## config.mk

```make
export PLATFORM = sky130hd
export DESIGN_NAME = keypad_code_lock_unit_flat
export DESIGN_NICKNAME = d
export VERILOG_FILES = /design/src/hw/rtl/kcl_pkg.sv /design/src/hw/rtl/kcl_key_if.sv /design/src/hw/rtl/kcl_result_if.sv /design/src/hw/rtl/keypad_code_lock_unit.sv /design/src/flat_wrapper.sv
export SDC_FILE = /design/constraint.sdc
export NUM_CORES = 1
export LEC_CHECK = 0
export BUFFER_PORTS_ARGS = -buffer_cell sky130_fd_sc_hd__buf_2
export CORE_UTILIZATION = 41
export DETAILED_ROUTE_END_ITERATION = 6
export PLACE_DENSITY = 0.65
export SYNTH_ARGS = -nofsm -noshare
export SYNTH_HDL_FRONTEND = slang
export SYNTH_SLANG_ARGS = --single-unit
```

## constraint.sdc

```tcl
create_clock -name clk -period 13 [get_ports clk]
set_input_delay 2.6 -clock clk [delete_from_list [all_inputs] [get_ports clk]]
set_output_delay 2.6 -clock clk [all_outputs]
set_load 0.01 [all_outputs]
```

## src/hw/rtl/kcl_pkg.sv

```systemverilog
// kcl_pkg: shared constants and the result type of the keypad code lock.
// No dependencies; compiled first.
`default_nettype none

package kcl_pkg;

    localparam int unsigned KEY_COUNT = 6;
    localparam int unsigned CODE_LEN  = 4;
    localparam int unsigned DIGIT_W   = 3;
    localparam int unsigned CFG_IDX_W = 2;

    localparam logic [CFG_IDX_W-1:0] REG_CODE_KEY_FIRST  = 2'd0;
    localparam logic [CFG_IDX_W-1:0] REG_CODE_KEY_SECOND = 2'd1;
    localparam logic [CFG_IDX_W-1:0] REG_CODE_KEY_THIRD  = 2'd2;
    localparam logic [CFG_IDX_W-1:0] REG_CODE_KEY_FOURTH = 2'd3;

    localparam logic [DIGIT_W-1:0] CODE_RESET_FIRST  = 3'd1;
    localparam logic [DIGIT_W-1:0] CODE_RESET_SECOND = 3'd2;
    localparam logic [DIGIT_W-1:0] CODE_RESET_THIRD  = 3'd3;
    localparam logic [DIGIT_W-1:0] CODE_RESET_FOURTH = 3'd4;

    typedef logic [DIGIT_W-1:0] digit_t;

    typedef struct packed {
        logic [1:0] digits_held;
        logic       attempt_done;
        logic       attempt_match;
        logic       lock_open;
        digit_t     shown_first;
        digit_t     shown_second;
        digit_t     shown_third;
        digit_t     shown_fourth;
    } result_t;

endpackage

`default_nettype wire

```

## src/hw/rtl/kcl_key_if.sv

```systemverilog
// kcl_key_if: valid/ready channel carrying one keypad scan per beat.
// No dependencies.
`default_nettype none

interface kcl_key_if;
    logic       valid;
    logic       ready;
    logic [5:0] pressed_keys;

    modport source (output valid, output pressed_keys, input ready);
    modport sink   (input valid, input pressed_keys, output ready);
endinterface

`default_nettype wire

```

## src/hw/rtl/kcl_result_if.sv

```systemverilog
// kcl_result_if: valid/ready channel carrying one lock result per beat.
// No dependencies.
`default_nettype none

interface kcl_result_if;
    logic       valid;
    logic       ready;
    logic [1:0] digits_held;
    logic       attempt_done;
    logic       attempt_match;
    logic       lock_open;
    logic [2:0] shown_first;
    logic [2:0] shown_second;
    logic [2:0] shown_third;
    logic [2:0] shown_fourth;

    modport source (output valid, output digits_held, output attempt_done,
                    output attempt_match, output lock_open, output shown_first,
                    output shown_second, output shown_third, output shown_fourth,
                    input ready);
    modport sink   (input valid, input digits_held, input attempt_done,
                    input attempt_match, input lock_open, input shown_first,
                    input shown_second, input shown_third, input shown_fourth,
                    output ready);
endinterface

`default_nettype wire

```

## src/hw/rtl/keypad_code_lock_unit.sv

```systemverilog
// keypad_code_lock_unit: four-digit code lock fed by 2x3 keypad scans.
// Depends on kcl_pkg, kcl_key_if and kcl_result_if.
//
// Usage:
//   keys   : one beat per full matrix scan, bit row*3+col set while pressed.
//   result : one beat per scan with the digits held, attempt flags, the
//            latched lock state and the four shown digits.
//   cfg_*  : write enable, register index 0..3 and a 3-bit code digit;
//            write only while no scan is in flight.
// Result: each scan's result is registered into the result buffer.
// Throughput: one scan per cycle unless stalled; the edge detect, append
//   and compare all sit between the state registers and the result buffer.
// Stall: the result buffer holds two beats; keys.ready drops only when
//   both are full, so one scan is still taken while a result waits.
// Reset: previous scan released, entry empty, lock closed, code 1-2-3-4,
//   result buffer empty.
`default_nettype none

module keypad_code_lock_unit (
    input  wire logic       clk,
    input  wire logic       rst_n,
    input  wire logic       cfg_wr_en,
    input  wire logic [1:0] cfg_index,
    input  wire logic [2:0] cfg_data,
    kcl_key_if.sink         keys,
    kcl_result_if.source    result
);

    kcl_pkg::digit_t        code_reg [kcl_pkg::CODE_LEN];
    logic [5:0]             prev_scan_reg;
    logic [1:0]             count_reg;
    kcl_pkg::digit_t        digits_reg [3];
    logic                   unlocked_reg;

    logic [1:0]             count_next;
    kcl_pkg::digit_t        digits_next [3];
    logic                   unlocked_next;

    kcl_pkg::result_t       res_new;
    kcl_pkg::result_t       head_reg;
    kcl_pkg::result_t       skid_reg;
    logic                   head_valid_reg;
    logic                   skid_valid_reg;

    logic                   push;
    logic                   pop;

    logic [5:0]             rising;
    logic [2:0]             cnt;
    kcl_pkg::digit_t        d [kcl_pkg::CODE_LEN];
    kcl_pkg::digit_t        shown [kcl_pkg::CODE_LEN];
    logic                   done;
    logic                   match;

    assign keys.ready   = !skid_valid_reg;
    assign push         = keys.valid && keys.ready;
    assign pop          = head_valid_reg && result.ready;

    always_comb
    begin
        rising = keys.pressed_keys & ~prev_scan_reg;
        cnt    = {1'b0, count_reg};
        d[0]   = digits_reg[0];
        d[1]   = digits_reg[1];
        d[2]   = digits_reg[2];
        d[3]   = '0;
        for (int k = 0; k < kcl_pkg::KEY_COUNT; k++)
        begin
            if (rising[k] && !unlocked_reg && cnt < 3'd4)
            begin
                d[cnt[1:0]] = 3'(k + 1);
                cnt         = cnt + 3'd1;
            end
        end
        for (int i = 0; i < kcl_pkg::CODE_LEN; i++)
        begin
            shown[i] = (cnt > 3'(i)) ? d[i] : '0;
        end
        done  = (cnt == 3'd4);
        match = done && (d[0] == code_reg[0]) && (d[1] == code_reg[1])
                     && (d[2] == code_reg[2]) && (d[3] == code_reg[3]);

        count_next    = done ? 2'd0 : cnt[1:0];
        unlocked_next = unlocked_reg || match;
        for (int i = 0; i < 3; i++)
        begin
            digits_next[i] = done ? '0 : shown[i];
        end

        res_new.digits_held   = count_next;
        res_new.attempt_done  = done;
        res_new.attempt_match = match;
        res_new.lock_open     = unlocked_next;
        res_new.shown_first   = shown[0];
        res_new.shown_second  = shown[1];
        res_new.shown_third   = shown[2];
        res_new.shown_fourth  = shown[3];
    end

    always_ff @(posedge clk or negedge rst_n)
    begin
        if (!rst_n)
        begin
            code_reg[0]   <= kcl_pkg::CODE_RESET_FIRST;
            code_reg[1]   <= kcl_pkg::CODE_RESET_SECOND;
            code_reg[2]   <= kcl_pkg::CODE_RESET_THIRD;
            code_reg[3]   <= kcl_pkg::CODE_RESET_FOURTH;
        end
        else if (cfg_wr_en)
        begin
            case (cfg_index)
                kcl_pkg::REG_CODE_KEY_FIRST:  code_reg[0] <= cfg_data;
                kcl_pkg::REG_CODE_KEY_SECOND: code_reg[1] <= cfg_data;
                kcl_pkg::REG_CODE_KEY_THIRD:  code_reg[2] <= cfg_data;
                kcl_pkg::REG_CODE_KEY_FOURTH: code_reg[3] <= cfg_data;
                default:                      code_reg[0] <= code_reg[0];
            endcase
        end
    end

    always_ff @(posedge clk or negedge rst_n)
    begin
        if (!rst_n)
        begin
            prev_scan_reg <= '0;
            count_reg     <= '0;
            digits_reg[0] <= '0;
            digits_reg[1] <= '0;
            digits_reg[2] <= '0;
            unlocked_reg  <= 1'b0;
        end
        else if (push)
        begin
            prev_scan_reg <= keys.pressed_keys;
            count_reg     <= count_next;
            digits_reg[0] <= digits_next[0];
            digits_reg[1] <= digits_next[1];
            digits_reg[2] <= digits_next[2];
            unlocked_reg  <= unlocked_next;
        end
    end

    always_ff @(posedge clk or negedge rst_n)
    begin
        if (!rst_n)
        begin
            head_valid_reg <= 1'b0;
            skid_valid_reg <= 1'b0;
        end
        else
        begin
            case ({push, pop})
                2'b10:
                begin
                    if (!head_valid_reg)
                        head_valid_reg <= 1'b1;
                    else
                        skid_valid_reg <= 1'b1;
                end
                2'b01:
                begin
                    if (skid_valid_reg)
                        skid_valid_reg <= 1'b0;
                    else
                        head_valid_reg <= 1'b0;
                end
                default:
                begin
                    head_valid_reg <= head_valid_reg;
                end
            endcase
        end
    end

    always_ff @(posedge clk)
    begin
        case ({push, pop})
            2'b10:
            begin
                if (!head_valid_reg)
                    head_reg <= res_new;
                else
                    skid_reg <= res_new;
            end
            2'b01:
            begin
                if (skid_valid_reg)
                    head_reg <= skid_reg;
            end
            2'b11:
            begin
                if (skid_valid_reg)
                begin
                    head_reg <= skid_reg;
                    skid_reg <= res_new;
                end
                else
                begin
                    head_reg <= res_new;
                end
            end
            default:
            begin
                head_reg <= head_reg;
            end
        endcase
    end

    assign result.valid         = head_valid_reg;
    assign result.digits_held   = head_reg.digits_held;
    assign result.attempt_done  = head_reg.attempt_done;
    assign result.attempt_match = head_reg.attempt_match;
    assign result.lock_open     = head_reg.lock_open;
    assign result.shown_first   = head_reg.shown_first;
    assign result.shown_second  = head_reg.shown_second;
    assign result.shown_third   = head_reg.shown_third;
    assign result.shown_fourth  = head_reg.shown_fourth;

endmodule

`default_nettype wire
```

## src/flat_wrapper.sv

```systemverilog
// flat-port wrapper written by rule: the top's interface ports become plain ports
module keypad_code_lock_unit_flat 
  (clk, rst_n, cfg_wr_en, cfg_index, cfg_data, keys_valid, keys_pressed_keys, keys_ready, result_valid, result_digits_held, result_attempt_done, result_attempt_match, result_lock_open, result_shown_first, result_shown_second, result_shown_third, result_shown_fourth, result_ready);
  kcl_key_if keys_i ();
  kcl_result_if result_i ();
  input  wire logic clk;
  input  wire logic rst_n;
  input  wire logic cfg_wr_en;
  input  wire logic [1:0] cfg_index;
  input  wire logic [2:0] cfg_data;
  input wire logic [$bits(keys_i.valid)-1:0] keys_valid;
  input wire logic [$bits(keys_i.pressed_keys)-1:0] keys_pressed_keys;
  output wire logic [$bits(keys_i.ready)-1:0] keys_ready;
  output wire logic [$bits(result_i.valid)-1:0] result_valid;
  output wire logic [$bits(result_i.digits_held)-1:0] result_digits_held;
  output wire logic [$bits(result_i.attempt_done)-1:0] result_attempt_done;
  output wire logic [$bits(result_i.attempt_match)-1:0] result_attempt_match;
  output wire logic [$bits(result_i.lock_open)-1:0] result_lock_open;
  output wire logic [$bits(result_i.shown_first)-1:0] result_shown_first;
  output wire logic [$bits(result_i.shown_second)-1:0] result_shown_second;
  output wire logic [$bits(result_i.shown_third)-1:0] result_shown_third;
  output wire logic [$bits(result_i.shown_fourth)-1:0] result_shown_fourth;
  input wire logic [$bits(result_i.ready)-1:0] result_ready;
  assign keys_i.valid = keys_valid;
  assign keys_i.pressed_keys = keys_pressed_keys;
  assign keys_ready = keys_i.ready;
  assign result_valid = result_i.valid;
  assign result_digits_held = result_i.digits_held;
  assign result_attempt_done = result_i.attempt_done;
  assign result_attempt_match = result_i.attempt_match;
  assign result_lock_open = result_i.lock_open;
  assign result_shown_first = result_i.shown_first;
  assign result_shown_second = result_i.shown_second;
  assign result_shown_third = result_i.shown_third;
  assign result_shown_fourth = result_i.shown_fourth;
  assign result_i.ready = result_ready;
  keypad_code_lock_unit u_core (.clk(clk), .rst_n(rst_n), .cfg_wr_en(cfg_wr_en), .cfg_index(cfg_index), .cfg_data(cfg_data), .keys(keys_i), .result(result_i));
endmodule
```

==> reports/results.ini <==
[synthesis]
synth_edf_count=34
synth_ff_type=edfxtp_1
synth-async-reset-ratio_pct=48.5
syn_area_per_cell_sq_um=11.1
synth-seq-cells=66
syn_area_sq_um=4070
ys_warn_count=0
synth_cell_types=71
synth_fp_nets=406
synthCells=366
synth.yosys.seq_area_share_pct=44.9

[grt]
grt_pass1_wl_um=14900
grt_max_degree=33
grt_overflow=0
antenna_found_initial=0
grt_use_total_pct=19.3
grt_pass1_vias=2796

[cts]
cts_tree=yes
cts.hold.buffers_added=0
path_clk_slew_ns=0.07
cts_buffers=9
postCtsSetupBuffers=0
cts.sinks=66
cts_buffer_depth=2
htree_num_levels=3
clock-root-buffer=clkbuf_8
cts.repair.resized=0
clkLatencyLatePin_ns=0.36

[route]
drtIter0Drc=165
vias_per_cell=5.54
wl_per_cell_um=17.2
drt_wl_total_um=9210
vias=2971
ant_nets=0
drc=0
dr.pass1.iters=5

[timing]
finalMaxSlewViolations=0
worst_pin_slew_ns=1.08
finClkSkew_ns=0.0151
finalHoldViolations=0
max_slew_margin_pct=27.9
min_period_ns=8.64
rsz0062_at_grt=false
finalSetupViolCount=0
fin_tns_setup_ns=0
fin_crit_sh_pct=66.5
fmax_mhz=116

[layout]
fin_nets=438
drive_gt1_share_pct=26.6
diodes=0
largest_reg_flops=17
syn2layout_area_growth_pct=12.6

[critical_path]
crit_type=in2reg
critPathLaunchType=input port
critPathArrivalTime_ns=8.85
path_max_fanout=14
worstPathRequired_ns=13.21
crit_path_end_kind=register

[die]
design.die.area_sq_um=10300
core_sq_um=9680
die_h_um=102
num_rows=36
io_pins=35
initial_utilization_pct=42.1
fp.dieW_um=102

[placement]
place_congestion=0.949
dp_hpwl_um=6780
io_buffer_count=34

[run]
drv_cap=0

[hold_path]
hp-class=reg2reg

[status]
status=finished clean

-- placed cells by master (no fill, tap or decap), drive strengths merged, types with 7 or more instances in the layout --
| cell type | count |
|---|---|
| clkbuf | 9 |
| and2 | 7 |
| ha | 24 |
| edfxtp | 34 |
| a21oi | 16 |
| xnor2 | 10 |
| nor2 | 16 |
| mux2 | 28 |
| nand2 | 35 |
| buf | 36 |
| dfrtp | 27 |
| a22o | 7 |
| inv | 23 |
| o31ai | 7 |
| nand3 | 15 |
-- final cells by class --
class	count	area, sq um
Tap cell	133	166
Clock buffer	9	124
Inverter	21	78.8
Multi-Input combinational cell	264	2100
Clock inverter	7	100
Fill cell	893	5100
Timing Repair Buffer	36	185
Sequential cell	66	1830
-- through the flow --
step	utilization, %	instance area (sq um)	hold WS, ns	std cells	worst slack [ns]
6_report	47.4	4590	0.512	536	4.36
5_1_grt	47.4	4590	0.533	536	3.91
4_1_cts	47.4	4590	0.516	536	4.42
3_5_place_dp	45.0	4360	0.493	520	4.08
3_3_place_gp	45.0	4360	0.488	520	4.17
2_1_floorplan	-	4070	0.448	366	5.18
-- worst max-delay path, stage by stage --
cell and delay (ns):
buf_2 0.16, or3b_2 0.49, a21oi_1 0.28, inv_1 0.11, ha_1 0.29, and3b_1 0.26, nor2_1 0.09, ha_1 0.22
nand3b_1 0.19, and4b_1 0.56, nand2_1 0.19, a21oi_1 0.30, ha_1 0.29, mux2_2 0.28, o22ai_2 0.27, inv_1 0.11
ha_1 0.27, a222oi_1 0.37, nand2b_1 0.11, a21bo_2 0.23, a22oi_1 0.16, nand4_1 0.12, nor4b_1 0.39, nand4_2 0.28
o21ai_1 0.20
-- synthesized netlist by cell type, types with 4 or more instances --
library cell,number,area (sq um)
o31ai_1,5,37.5
or4bb_1,5,56.3
dfstp_2,5,131
ha_1,24,300
a22o_1,7,61.3
buf_2,4,20.0
nand2_1,35,131
edfxtp_1,34,1020
a21oi_2,4,35.0
xnor2_1,10,87.6
a32oi_1,4,35.0
nand2b_1,4,25.0
inv_1,21,78.8
mux2_2,28,315
nor3b_1,4,30.0
and3_1,6,37.5
dfrtp_1,27,676
nor2_1,16,60.1
clkbuf_1,9,33.8
nor2b_1,4,25.0
nand3b_1,6,45.0
nand3_1,15,75.1
a21oi_1,12,60.1
and2_1,5,31.3
nand4_1,5,31.3
o21ai_0,5,25.0
-- logic make-up after synthesis --
logic type | Yosys count | share of synthesized area (%)
DFF | 66 | 44.9
buffers and inverters | 36 | 3.62
adders and majority gates | 24 | 7.37
AOI/OAI and AO/OA | 74 | 15.0
xor gates and xnor gates | 12 | 2.95
muxes | 28 | 7.74
and+or+nand+nor | 126 | 18.4
-- layer usage --
metal / vias to the layer above / track usage (%) / part of all wire (%)
li1: 1425 / - / -
met1: 1443 / 26.2 / 49
met2: 85 / 29.6 / 44
met3: 18 / 4.07 / 4.6
met4: 0 / 8.47 / 2.5
met5: - / 0 / 0
-- worst paths after layout --
check / startpoint / end / slack [ns] / cells past startpoint
max: keys_pressed_keys[0] / u_core.result.attempt_match$_DFFE_PP_ / 4.36 / 25
min: u_core.skid_reg[2]$_DFFE_PP_ / u_core.result.shown_fourth[2]$_DFFE_PP_ / 0.51 / 2
max reg2reg: u_core.unlocked_reg$_DFFE_PN0P_ / u_core.result.attempt_match$_DFFE_PP_ / 5.99 / 24
min reg2reg: u_core.skid_reg[2]$_DFFE_PP_ / u_core.result.shown_fourth[2]$_DFFE_PP_ / 0.51 / 2
min in group asynchronous: rst_n / u_core.code_reg[5]$_DFFE_PN0P_ / 2.29 / 1
max in group asynchronous: rst_n / u_core.count_reg[1]$_DFFE_PN0P_ / 10.22 / 1
Power is left out: the tool's default activity adds up to more than one toggle a clock period on the data nets, which glitch-free logic cannot reach.
